`config.mk`:
```
export PLATFORM = sky130hd
export DESIGN_NAME = arqu_sqrt_cell
export DESIGN_NICKNAME = d
export VERILOG_FILES = /design/src/design/axis_to_rotation_quaternion_unit_macros.svh /design/src/design/arqu_pkg.sv /design/src/design/arqu_sqrt_cell.sv
export SDC_FILE = /design/constraint.sdc
export NUM_CORES = 1
export LEC_CHECK = 0
export BUFFER_PORTS_ARGS = -buffer_cell sky130_fd_sc_hd__buf_2
export CAP_MARGIN = 15
export CORE_MARGIN = 2
export CORE_UTILIZATION = 48
export DETAILED_ROUTE_END_ITERATION = 10
export GPL_TIMING_DRIVEN = 0
export PLACE_DENSITY = 0.77
export RECOVER_POWER = 25
export SLEW_MARGIN = 15
export SYNTH_ARGS = -nofsm -noshare
export SYNTH_HDL_FRONTEND = slang
export SYNTH_SLANG_ARGS = --single-unit
export TNS_END_PERCENT = 100
```
`constraint.sdc`:
```
create_clock -name aclk -period 5.9 [get_ports aclk]
set_input_delay 1.18 -clock aclk [delete_from_list [all_inputs] [get_ports aclk]]
set_output_delay 1.18 -clock aclk [all_outputs]
set_load 0.005 [all_outputs]
```
`src/design/axis_to_rotation_quaternion_unit_macros.svh`:
```
// Assertion helpers for the rotation quaternion unit.
`ifndef AXIS_TO_ROTATION_QUATERNION_UNIT_MACROS_SVH
`define AXIS_TO_ROTATION_QUATERNION_UNIT_MACROS_SVH

// Same-cycle implication, checked on aclk, off during reset.
`define ARQU_ASSERT_NOW(lbl, ante, cons) \
    lbl: assert property (@(posedge aclk) disable iff (!aresetn) (ante) |-> (cons)) \
        else $error("arqu check failed");

// Next-cycle implication, checked on aclk, off during reset.
`define ARQU_ASSERT_NEXT(lbl, ante, cons) \
    lbl: assert property (@(posedge aclk) disable iff (!aresetn) (ante) |=> (cons)) \
        else $error("arqu check failed");

`endif

```
`src/design/arqu_pkg.sv`:
```
package arqu_pkg;

    localparam int IN_WIDTH      = 16;
    localparam int OUT_WIDTH     = 16;
    localparam int OUT_FRAC_BITS = 14;
    localparam int MAG_W         = IN_WIDTH;
    localparam int NORM_TOP      = 30;
    localparam int NRM_W         = NORM_TOP + 1;
    localparam int WIDE_W        = MAG_W + NORM_TOP + 1;
    localparam int SHIFT_W       = 5;
    localparam int SQ_W          = 2 * NRM_W;
    localparam int SQRT_STEPS    = 32;
    localparam int DIV_STEPS     = 33;
    localparam int W_SHIFT       = 30 - OUT_FRAC_BITS;
    localparam int P_SHIFT       = 60 - OUT_FRAC_BITS;
    // input, normalize, square, sum, root, ratio setup, divide, clamp, root, scale, round
    localparam int LAT           = 4 + SQRT_STEPS + 1 + DIV_STEPS + 1 + SQRT_STEPS + 2;

    typedef struct packed {
        logic [63:0] rad;
        logic [33:0] rem;
        logic [31:0] root;
    } sqrt_t;

    typedef struct packed {
        logic [31:0] d;
        logic [31:0] rem;
        logic [32:0] low;
        logic [32:0] q;
    } div_t;

    typedef struct packed {
        logic nx;
        logic ny;
        logic nz;
        logic deg;
        logic zero;
    } flag_t;

    typedef struct packed {
        flag_t            fl;
        logic [NRM_W-1:0] sz;
        logic [NRM_W-1:0] tx;
        logic [NRM_W-1:0] ty;
    } side_a_t;

    typedef struct packed {
        flag_t            fl;
        logic [NRM_W-1:0] ux;
        logic [NRM_W-1:0] uy;
    } side_c_t;

    // Shift that brings the top set bit of m up to bit NORM_TOP.
    function automatic logic [SHIFT_W-1:0] norm_shift(input logic [MAG_W-1:0] m);
        logic [SHIFT_W-1:0] k;
        k = '0;
        for (int i = 0; i < MAG_W; i++) begin
            if (m[i]) k = SHIFT_W'(NORM_TOP - i);
        end
        return k;
    endfunction

    function automatic logic [MAG_W-1:0] mag_of(input logic [IN_WIDTH-1:0] raw);
        return raw[IN_WIDTH-1] ? MAG_W'(~raw + 1'b1) : MAG_W'(raw);
    endfunction

endpackage

```
`src/design/arqu_sqrt_cell.sv`:
```
module arqu_sqrt_cell (
    input  logic          aclk,
    input  logic          en,
    input  arqu_pkg::sqrt_t d_in,
    output arqu_pkg::sqrt_t d_out
);
    import arqu_pkg::*;

    logic [35:0] cur;
    logic [35:0] trial;
    sqrt_t       d_next;

    // One root bit per cell: bring down two radicand bits, try a one.
    always_comb begin
        cur          = {d_in.rem, d_in.rad[63:62]};
        trial        = {2'b00, d_in.root, 2'b01};
        d_next.rad   = {d_in.rad[61:0], 2'b00};
        if (cur >= trial) begin
            d_next.rem  = 34'(cur - trial);
            d_next.root = {d_in.root[30:0], 1'b1};
        end else begin
            d_next.rem  = cur[33:0];
            d_next.root = {d_in.root[30:0], 1'b0};
        end
    end

    always_ff @(posedge aclk) begin
        if (en) d_out <= d_next;
    end

endmodule

```
==> results by group <==
Synth
  – Sequential-to-total area share from yosys stat: 60.87%
  – Syn Inst Count: 507
  – Async SR Flop Fraction: 0%
  – Synth cell types: 62
  – Yosys top cell area share: 60.87%
  – Post-synth top cells: 128 x edfxtp_1, 58 x nand2_1, 42 x inv_1, 41 x o21ai_0, 34 x ha_1
  – Syn_area_per_cell: 12.46 um^2
  – YS warnings: 0
  – Most numerous cell in the Yosys netlist: edfxtp_1
  – Synth area leaders: edfxtp_1 61%, ha_1 6.7%, nand2_1 3.4%
  – Mapped cell area: 6315 um^2
  – Top cell type by total area after synthesis: edfxtp_1
  – EDFF count, synth: 128
  – Most used DFF post-synth: edfxtp_1
  – #FFs+latches synth: 128

Job
  – MaxCap Viol Count: 1

Detailed routing
  – Via density: 5.204
  – DRC viols: 0
  – Post-route ant nets: 0
  – Drt pass-1 iters: 4
  – Detailed-route wire length: 16760 um
  – Initial DRC count: 332
  – DR WL/cell: 17.24 um
  – Via Count: 5058

Layout
  – Antenna diode count: 0
  – Area Overhead vs Synth: 33.64%
  – Share of layout cells above drive strength 1: 37.88%
  – Area of the multi-input gates: 2217 um^2
  – Largest reg by FF count: d_out
  – Nets: 953
  – Fill count: 1008
  – Largest register FFs: 128
  – FF/Latch Area: 3844 um^2
  – Largest regs: d_out x128

Die
  – Die width: 118.7 um
  – Number of cell rows: 41
  – Core Region: 12720 um^2
  – IO Count: 262
  – Die area: 14090 um^2
  – Die height: 118.7 um
  – Initial Util: 49.64%

Timing
  – Slew Limit Headroom: -41.24%
  – Setup violators final: 0
  – Fin. Hold Viols: 0
  – RSZ-0062 raised after global routing: no
  – Crit share post-route: 60.06%
  – Worst Tran Pin Value: 2.119 ns
  – Fmax: 0.2822 GHz
  – Final Slew Violations: 36
  – Hold Slack: 0.9274 ns
  – Fin crit period: 3.544 ns
  – Setup TNS Final: 0 ns

Setup path
  – Worst-path fanout max: 10
  – CP Data Required Time: 6.05 ns
  – Crit path capture type: register
  – Critical path origin: d_in[7]
  – Kind of critical path: in -> reg
  – Worst endpoint data arrival time: 3.70 ns
  – Setup crit start kind: primary input

Clock tree
  – CTS Buf Count: 17
  – Clock transition at path regs: 0.06 ns
  – H-tree levels: 4
  – Post-CTS setup buffer count: 0
  – CTS tree: built
  – Clock sinks: 128
  – Bufs on Longest Clock Path: 2
  – Clock Tree Root: clkbuf_16
  – Resized Gates After CTS: 0
  – # hold bufs at CTS: 0

Worst hold path
  – Worst hold path class: in -> reg
  – Hold Crit Start: d_in[87]

Global routing
  – Grt ovf: 0
  – First-pass GRT wire length: 25910 um
  – GRT Total Usage: 24.14%
  – Vias in the first global route: 4970
  – Largest net degree at the start of global routing: 94
  – Initial antenna violation count: 2

Placed design
  – Number of port buffers: 259
  – Gpl congestion: 0.8796
  – Post-DP HPWL: 12620 um

Outcome
  – Status: complete, but fails checks
  – Failing checks: max-capacitance violations, max-slew violations

Power and ir drop
  – Static Leak: 3.755 nW
  – PD cells: 316.2 nW/um^2
  – Maximum VDD drop: 0.0001616 V
## final timing paths
kind,endpoint,depth (start not counted)
min,d_out[89],1
max,d_out[34],12
## layer usage
metal	vias to the layer above	GRT usage, %	share of wire, %
met5	-	0	0.18
met4	4	10.71	2.4
met3	36	7.529	7.5
met2	231	41.88	51
met1	2346	27.20	39
li1	2441	-	-
## worst max-delay path: stages
cell,delay (ns)
clkbuf_1,0.10
inv_1,0.06
ha_1,0.28
buf_2,0.16
a21o_1,0.22
o41ai_2,0.33
o211ai_1,0.29
a211oi_1,0.35
o21a_1,0.18
buf_6,0.15
buf_2,0.25
o21ai_0,0.15
## per-stage QoR
step / cell area [um^2] / total power, mW / utilization, % / instances / setup WS (ns)
6_report: 8439 / 2.668 / 66.34 / 972 / 2.356
5_1_grt: 8439 / 2.782 / 66.34 / 972 / 2.126
4_1_cts: 8473 / 2.694 / 66.60 / 972 / 2.353
3_5_place_dp: 7864 / 1.608 / 61.81 / 940 / 1.932
3_3_place_gp: 7830 / 1.595 / 61.55 / 939 / 1.958
2_1_floorplan: 6319 / 1.391 / - / 508 / 2.461
## cell type report
| class | instances | area share [%] |
|---|---|---|
| sequential | 128 | 45.54 |
| multi-input combinational | 321 | 26.27 |
| timing repair buffer | 260 | 15.36 |
| clock buffer | 18 | 5.085 |
| tap | 172 | 2.550 |
| clock inverter | 14 | 2.135 |
| inverter | 43 | 1.927 |
| buffer | 16 | 1.127 |
## report_power, final
group	leakage, nW	total (mW)	switching, mW	internal, mW
logic	2.21	0.455	0.253	0.202
registers	1.25	1.14	0.0213	1.11
clock network	0.292	1.08	0.408	0.670
total	3.75	2.67	0.682	1.99
## kinds of logic after synthesis
| family | after synthesis | synth area share (%) |
|---|---|---|
| compound gates | 133 | 14.76 |
| xor+xnor | 27 | 3.745 |
| fa+ha+maj | 34 | 6.737 |
| buf+inv | 59 | 4.081 |
| flops | 128 | 60.87 |
| mux | 5 | 0.8718 |
| other cells | 1 | 0.05938 |
| simple gates | 120 | 8.877 |
## cell usage in the layout (no fill, tap or decap), types with 3 or more instances in the layout
cell and n:
bufinv_16 3, buf_2 243, nand3_1 6, nor2_1 18, a21oi_1 28, nand4_1 6, o41ai_2 3, nand2_1 58
clkbuf_1 27, nor3_1 10, inv_6 4, a31oi_1 4, xnor2_1 14, clkbuf_16 17, mux2i_1 4, edfxtp_1 128
clkinv_4 4, a21o_1 19, ha_1 34, xor2_1 13, o21a_1 3, o21ai_1 4, and2_1 3, and3_2 3
o21ai_0 41, o31ai_1 4, inv_1 42, nand2b_1 5
Note: power is estimated with default switching activity, not from simulation.
