==> src/design/axis_to_rotation_quaternion_unit_macros.svh <==
// Assertion helpers for the rotation quaternion unit.
`ifndef AXIS_TO_ROTATION_QUATERNION_UNIT_MACROS_SVH
`define AXIS_TO_ROTATION_QUATERNION_UNIT_MACROS_SVH

// Same-cycle implication, checked on aclk, off during reset.
`define ARQU_ASSERT_NOW(lbl, ante, cons) \
    lbl: assert property (@(posedge aclk) disable iff (!aresetn) (ante) |-> (cons)) \
        else $error("arqu check failed");

// Next-cycle implication, checked on aclk, off during reset.
`define ARQU_ASSERT_NEXT(lbl, ante, cons) \
    lbl: assert property (@(posedge aclk) disable iff (!aresetn) (ante) |=> (cons)) \
        else $error("arqu check failed");

`endif

==> src/design/arqu_pkg.sv <==
package arqu_pkg;

    localparam int IN_WIDTH      = 16;
    localparam int OUT_WIDTH     = 16;
    localparam int OUT_FRAC_BITS = 14;
    localparam int MAG_W         = IN_WIDTH;
    localparam int NORM_TOP      = 30;
    localparam int NRM_W         = NORM_TOP + 1;
    localparam int WIDE_W        = MAG_W + NORM_TOP + 1;
    localparam int SHIFT_W       = 5;
    localparam int SQ_W          = 2 * NRM_W;
    localparam int SQRT_STEPS    = 32;
    localparam int DIV_STEPS     = 33;
    localparam int W_SHIFT       = 30 - OUT_FRAC_BITS;
    localparam int P_SHIFT       = 60 - OUT_FRAC_BITS;
    // input, normalize, square, sum, root, ratio setup, divide, clamp, root, scale, round
    localparam int LAT           = 4 + SQRT_STEPS + 1 + DIV_STEPS + 1 + SQRT_STEPS + 2;

    typedef struct packed {
        logic [63:0] rad;
        logic [33:0] rem;
        logic [31:0] root;
    } sqrt_t;

    typedef struct packed {
        logic [31:0] d;
        logic [31:0] rem;
        logic [32:0] low;
        logic [32:0] q;
    } div_t;

    typedef struct packed {
        logic nx;
        logic ny;
        logic nz;
        logic deg;
        logic zero;
    } flag_t;

    typedef struct packed {
        flag_t            fl;
        logic [NRM_W-1:0] sz;
        logic [NRM_W-1:0] tx;
        logic [NRM_W-1:0] ty;
    } side_a_t;

    typedef struct packed {
        flag_t            fl;
        logic [NRM_W-1:0] ux;
        logic [NRM_W-1:0] uy;
    } side_c_t;

    // Shift that brings the top set bit of m up to bit NORM_TOP.
    function automatic logic [SHIFT_W-1:0] norm_shift(input logic [MAG_W-1:0] m);
        logic [SHIFT_W-1:0] k;
        k = '0;
        for (int i = 0; i < MAG_W; i++) begin
            if (m[i]) k = SHIFT_W'(NORM_TOP - i);
        end
        return k;
    endfunction

    function automatic logic [MAG_W-1:0] mag_of(input logic [IN_WIDTH-1:0] raw);
        return raw[IN_WIDTH-1] ? MAG_W'(~raw + 1'b1) : MAG_W'(raw);
    endfunction

endpackage

==> src/design/arqu_div_cell.sv <==
module arqu_div_cell (
    input  logic         aclk,
    input  logic         en,
    input  arqu_pkg::div_t d_in,
    output arqu_pkg::div_t d_out
);
    import arqu_pkg::*;

    logic [32:0] cur;
    div_t        d_next;

    // One quotient bit per cell: bring down a dividend bit, subtract if it fits.
    always_comb begin
        cur        = {d_in.rem, d_in.low[32]};
        d_next.d   = d_in.d;
        d_next.low = {d_in.low[31:0], 1'b0};
        if (cur >= {1'b0, d_in.d}) begin
            d_next.rem = 32'(cur - {1'b0, d_in.d});
            d_next.q   = {d_in.q[31:0], 1'b1};
        end else begin
            d_next.rem = cur[31:0];
            d_next.q   = {d_in.q[31:0], 1'b0};
        end
    end

    always_ff @(posedge aclk) begin
        if (en) d_out <= d_next;
    end

endmodule
==> config.mk <==
export PLATFORM = sky130hd
export DESIGN_NAME = arqu_div_cell
export DESIGN_NICKNAME = d
export VERILOG_FILES = /design/src/design/axis_to_rotation_quaternion_unit_macros.svh /design/src/design/arqu_pkg.sv /design/src/design/arqu_div_cell.sv
export SDC_FILE = /design/constraint.sdc
export NUM_CORES = 1
export LEC_CHECK = 0
export BUFFER_PORTS_ARGS = -buffer_cell sky130_fd_sc_hd__buf_2
export CORE_MARGIN = 4
export CORE_UTILIZATION = 52
export DETAILED_ROUTE_END_ITERATION = 7
export PLACE_DENSITY_LB_ADDON = 0.15
export SLEW_MARGIN = 20
export SYNTH_ARGS = -nofsm -noshare
export SYNTH_HDL_FRONTEND = slang
export SYNTH_SLANG_ARGS = --single-unit
export TNS_END_PERCENT = 100
==> constraint.sdc <==
create_clock -name aclk -period 8.3 [get_ports aclk]
set_clock_uncertainty 0.2 [all_clocks]
set_input_delay 1.66 -clock aclk [delete_from_list [all_inputs] [get_ports aclk]]
set_output_delay 1.66 -clock aclk [all_outputs]
set_load 0.01 [all_outputs]
==> load_flow_metrics.sql <==
INSERT INTO impl_metrics (metric_group, metric, value, unit) VALUES
('run_status', 'outcome', 'complete, no violations', ''),
('timing', 'totalNegativeSetupSlack', '0', 'ps'),
('logic_synthesis', 'synth_cells', '490', ''),
('worst_hold_path', 'class_of_the_tightest_hold_or_removal_check', 'input port to flop', ''),
('critical_path', 'critPathLaunchType', 'input port', ''),
('timing', 'setup_violations', '0', ''),
('cells_and_area', 'drive_gt1_share', '39.9', '%'),
('clock_network', 'cts_inserted_buffers', '17', ''),
('clock_network', 'ctsResizeCount', '0', ''),
('clock_network', 'clock_sink_count', '129', ''),
('drt', 'route.vias.total', '4867', ''),
('pwr', 'cell_internal_pwr', '1.51', 'mW'),
('critical_path', 'slowest_delay', '470', 'ps'),
('critical_path', 'critical_path.top_delay_family', 'simple AND/OR/NAND/NOR gates', ''),
('cells_and_area', 'design.final.nets', '917', ''),
('clock_network', 'cts.htree.levels', '4', ''),
('placed_design', 'place_worst_setup_slack', '3230', 'ps'),
('logic_synthesis', 'synth_simple_gate_area_share', '8.42', '%'),
('logic_synthesis', 'synth_mux_area_share', '2.26', '%'),
('critical_path', 'critical_path.n_buffers_inverters', '3', ''),
('clock_network', 'cts_hold_repair.buffers', '0', ''),
('timing', 'worst_slew_margin_rel', '29.8', '%'),
('global_routing', 'grt_pass1_vias', '4820', ''),
('cells_and_area', 'final_cell_area', '8250', 'um^2'),
('clock_network', 'cts.reportedPaths.clkPinSlew', '60', 'ps'),
('drt', 'detailedRoute.firstPassIterationCount', '7', ''),
('floorplanning', 'start_util', '53.7', '%'),
('logic_synthesis', 'yosysWarningCount', '0', ''),
('placed_design', 'gp_congestion', '0.914', ''),
('timing', 'setup_ws', '3640', 'ps'),
('clock_network', 'post-cts-setup-buffer-count', '0', ''),
('clock_network', 'max-clock-path-buffers', '2', ''),
('drt', 'antenna_left', '0', ''),
('floorplanning', 'die_area', '13800', 'um^2'),
('timing', 'final.period_utilization', '56.1', '%'),
('pwr', 'share_clk_of_total_power', '42.0', '%'),
('logic_synthesis', 'synth_top_flop_cell', 'sky130_fd_sc_hd__edfxtp_1', ''),
('logic_synthesis', 'synth_enable_flop_cells', '129', ''),
('timing', 'achievable-frequency', '215', 'MHz'),
('critical_path', 'worst_path_fanout_max', '34', ''),
('global_routing', 'grt_pass1_wl', '25900', 'um'),
('logic_synthesis', 'mappedNetlistNets', '655', ''),
('logic_synthesis', 'synth_compound_gate_area_share', '11.8', '%'),
('critical_path', 'setup.worst_path.end_class', 'flop', ''),
('clock_network', 'tritoncts', 'yes', ''),
('critical_path', 'timing.critical_path.cells', 'buf_2 -> inv_1 -> ha_1 -> and3_1 -> nand4_1 -> nor4b_1 -> a21o_1 -> o21a_2 -> buf_4 -> mux2_4', ''),
('placed_design', 'dp.final_hpwl', '12500', 'um'),
('run', 'cap_violations', '0', ''),
('pwr', 'power.share.sequential', '40.5', '%'),
('timing', 'hold-worst-slack', '1210', 'ps'),
('global_routing', 'antenna_found_initial', '1', ''),
('clock_network', 'ctsRootBufferMaster', 'sky130_fd_sc_hd__clkbuf_16', ''),
('pwr', 'power.density', '243', 'nW/um^2'),
('cells_and_area', 'antenna_cells', '0', ''),
('pwr', 'power.static_leakage', '3.73', 'nW'),
('logic_synthesis', 'netlist_area', '6210', 'um^2'),
('timing', 'worst_pin_slew', '1050', 'ps'),
('logic_synthesis', 'synth.distinct_cells', '50', ''),
('drt', 'drt-total-wl', '16500', 'um'),
('critical_path', 'critical_path.slowest_cell', 'sky130_fd_sc_hd__o21a_2', ''),
('cells_and_area', 'largest_register_ff_count', '129', ''),
('critical_path', 'arr_time_crit_path', '4620', 'ps'),
('drt', 'drt_iter0_markers', '456', ''),
('drt', 'route.detailed.drc', '0', ''),
('drt', 'routedWlPerCell', '18.1', 'um'),
('drt', 'via_per_inst', '5.36', ''),
('logic_synthesis', 'synth_top_family_by_area', 'compound AO/OA/AOI/OAI gates', ''),
('cells_and_area', 'biggestRegsByFlops', 'd_out: 129 flops', ''),
('timing', 'grt_setup_unrepaired', 'no', ''),
('pwr', 'vdd.ir_drop.worst', '0.000115', 'V'),
('timing', 'period_minus_slack', '4660', 'ps');
[kinds of logic after synthesis]
logic type | after synthesis
compound gates | 120
xor+xnor | 26
fa+ha+maj | 33
buf+inv | 64
flops | 129
mux | 10
other cells | 1
simple gates | 107
[cells in the mapped netlist, drive strengths merged (4+ instances only)]
cell | number | share of area (%)
a21oi | 55 | 4.5
o31ai | 7 | 0.85
o21ai | 21 | 1.7
mux2 | 8 | 1.9
o21bai | 5 | 0.60
nand2 | 24 | 1.5
a2111oi | 4 | 0.58
o21a | 6 | 0.73
a21o | 8 | 0.97
nor2 | 37 | 2.2
nand4 | 8 | 0.81
xnor2 | 16 | 2.3
xor2 | 10 | 1.4
nand3 | 8 | 0.64
nand2b | 7 | 0.70
buf | 12 | 1.6
clkbuf | 6 | 0.36
ha | 32 | 6.4
inv | 46 | 2.8
edfxtp | 129 | 62
[layout make-up]
type	count	area [um^2]	share of cell area [%]
Clock buffer	19	433	5.25
Sequential cell	129	3870	46.9
Inverter	46	173	2.09
Timing Repair Buffer	261	1310	15.9
Tap cell	143	179	2.17
Clock inverter	13	231	2.81
Multi-Input combinational cell	297	2050	24.8
[placed cells by master, fill, tap and decap left out, types with 3 or more instances in the layout]
cell type                   Yosys  layout
sky130_fd_sc_hd__a2111oi_0      3       3
sky130_fd_sc_hd__a211oi_1       3       3
sky130_fd_sc_hd__a21o_1         8       8
sky130_fd_sc_hd__a21oi_1       54      54
sky130_fd_sc_hd__and2_1         3       3
sky130_fd_sc_hd__buf_2          5     258
sky130_fd_sc_hd__buf_4          2       3
sky130_fd_sc_hd__bufinv_16      0       6
sky130_fd_sc_hd__clkbuf_16      0      17
sky130_fd_sc_hd__edfxtp_1     129     129
sky130_fd_sc_hd__ha_1          32      32
sky130_fd_sc_hd__inv_1         46      46
sky130_fd_sc_hd__mux2_4         8       8
sky130_fd_sc_hd__nand2_1       24      24
sky130_fd_sc_hd__nand2b_1       7       7
sky130_fd_sc_hd__nand3_1        8       8
sky130_fd_sc_hd__nand4_1        8       8
sky130_fd_sc_hd__nor2_1        37      37
sky130_fd_sc_hd__nor3_1         3       3
sky130_fd_sc_hd__o21a_1         6       5
sky130_fd_sc_hd__o21ai_0       17      17
sky130_fd_sc_hd__o21ai_1        4       4
sky130_fd_sc_hd__o21bai_1       5       5
sky130_fd_sc_hd__o31ai_1        7       7
sky130_fd_sc_hd__xnor2_1       16      16
sky130_fd_sc_hd__xor2_1        10      10
[per-layer routing]
layer | up-vias | GRT usage (%) | share of wire, %
li1 | 2327 | - | -
met1 | 2297 | 27.5 | 38
met2 | 218 | 42.2 | 52
met3 | 23 | 8.33 | 8.3
met4 | 2 | 7.62 | 1.6
met5 | - | 0 | 0.11
[power by group through the flow]
stage | combinational (mW) | clock, mW | sequential (mW)
finish | 0.350 | 0.842 | 0.813
global route | 0.384 | 0.882 | 0.820
CTS | 0.352 | 0.850 | 0.814
detailed placement | 0.349 | 0 | 0.826
global placement | 0.341 | 0 | 0.824
floorplan | 0.168 | 0 | 0.865
[per-stage QoR]
step	util, %	cells	power, mW
6_report	71.4	908	2.01
3_5_place_dp	65.6	876	1.17
4_1_cts	71.4	908	2.02
2_1_floorplan	-	490	1.03
3_3_place_gp	65.6	876	1.16
5_1_grt	71.4	908	2.08
[final timing paths]
path | from | to | slack [ps] | cells after the start
worst max-delay path | d_in[121] | d_out[96] | 3640 | 10
worst min-delay path | d_in[35] | d_out[36] | 1210 | 1
Note: power is estimated with default switching activity, not from simulation.
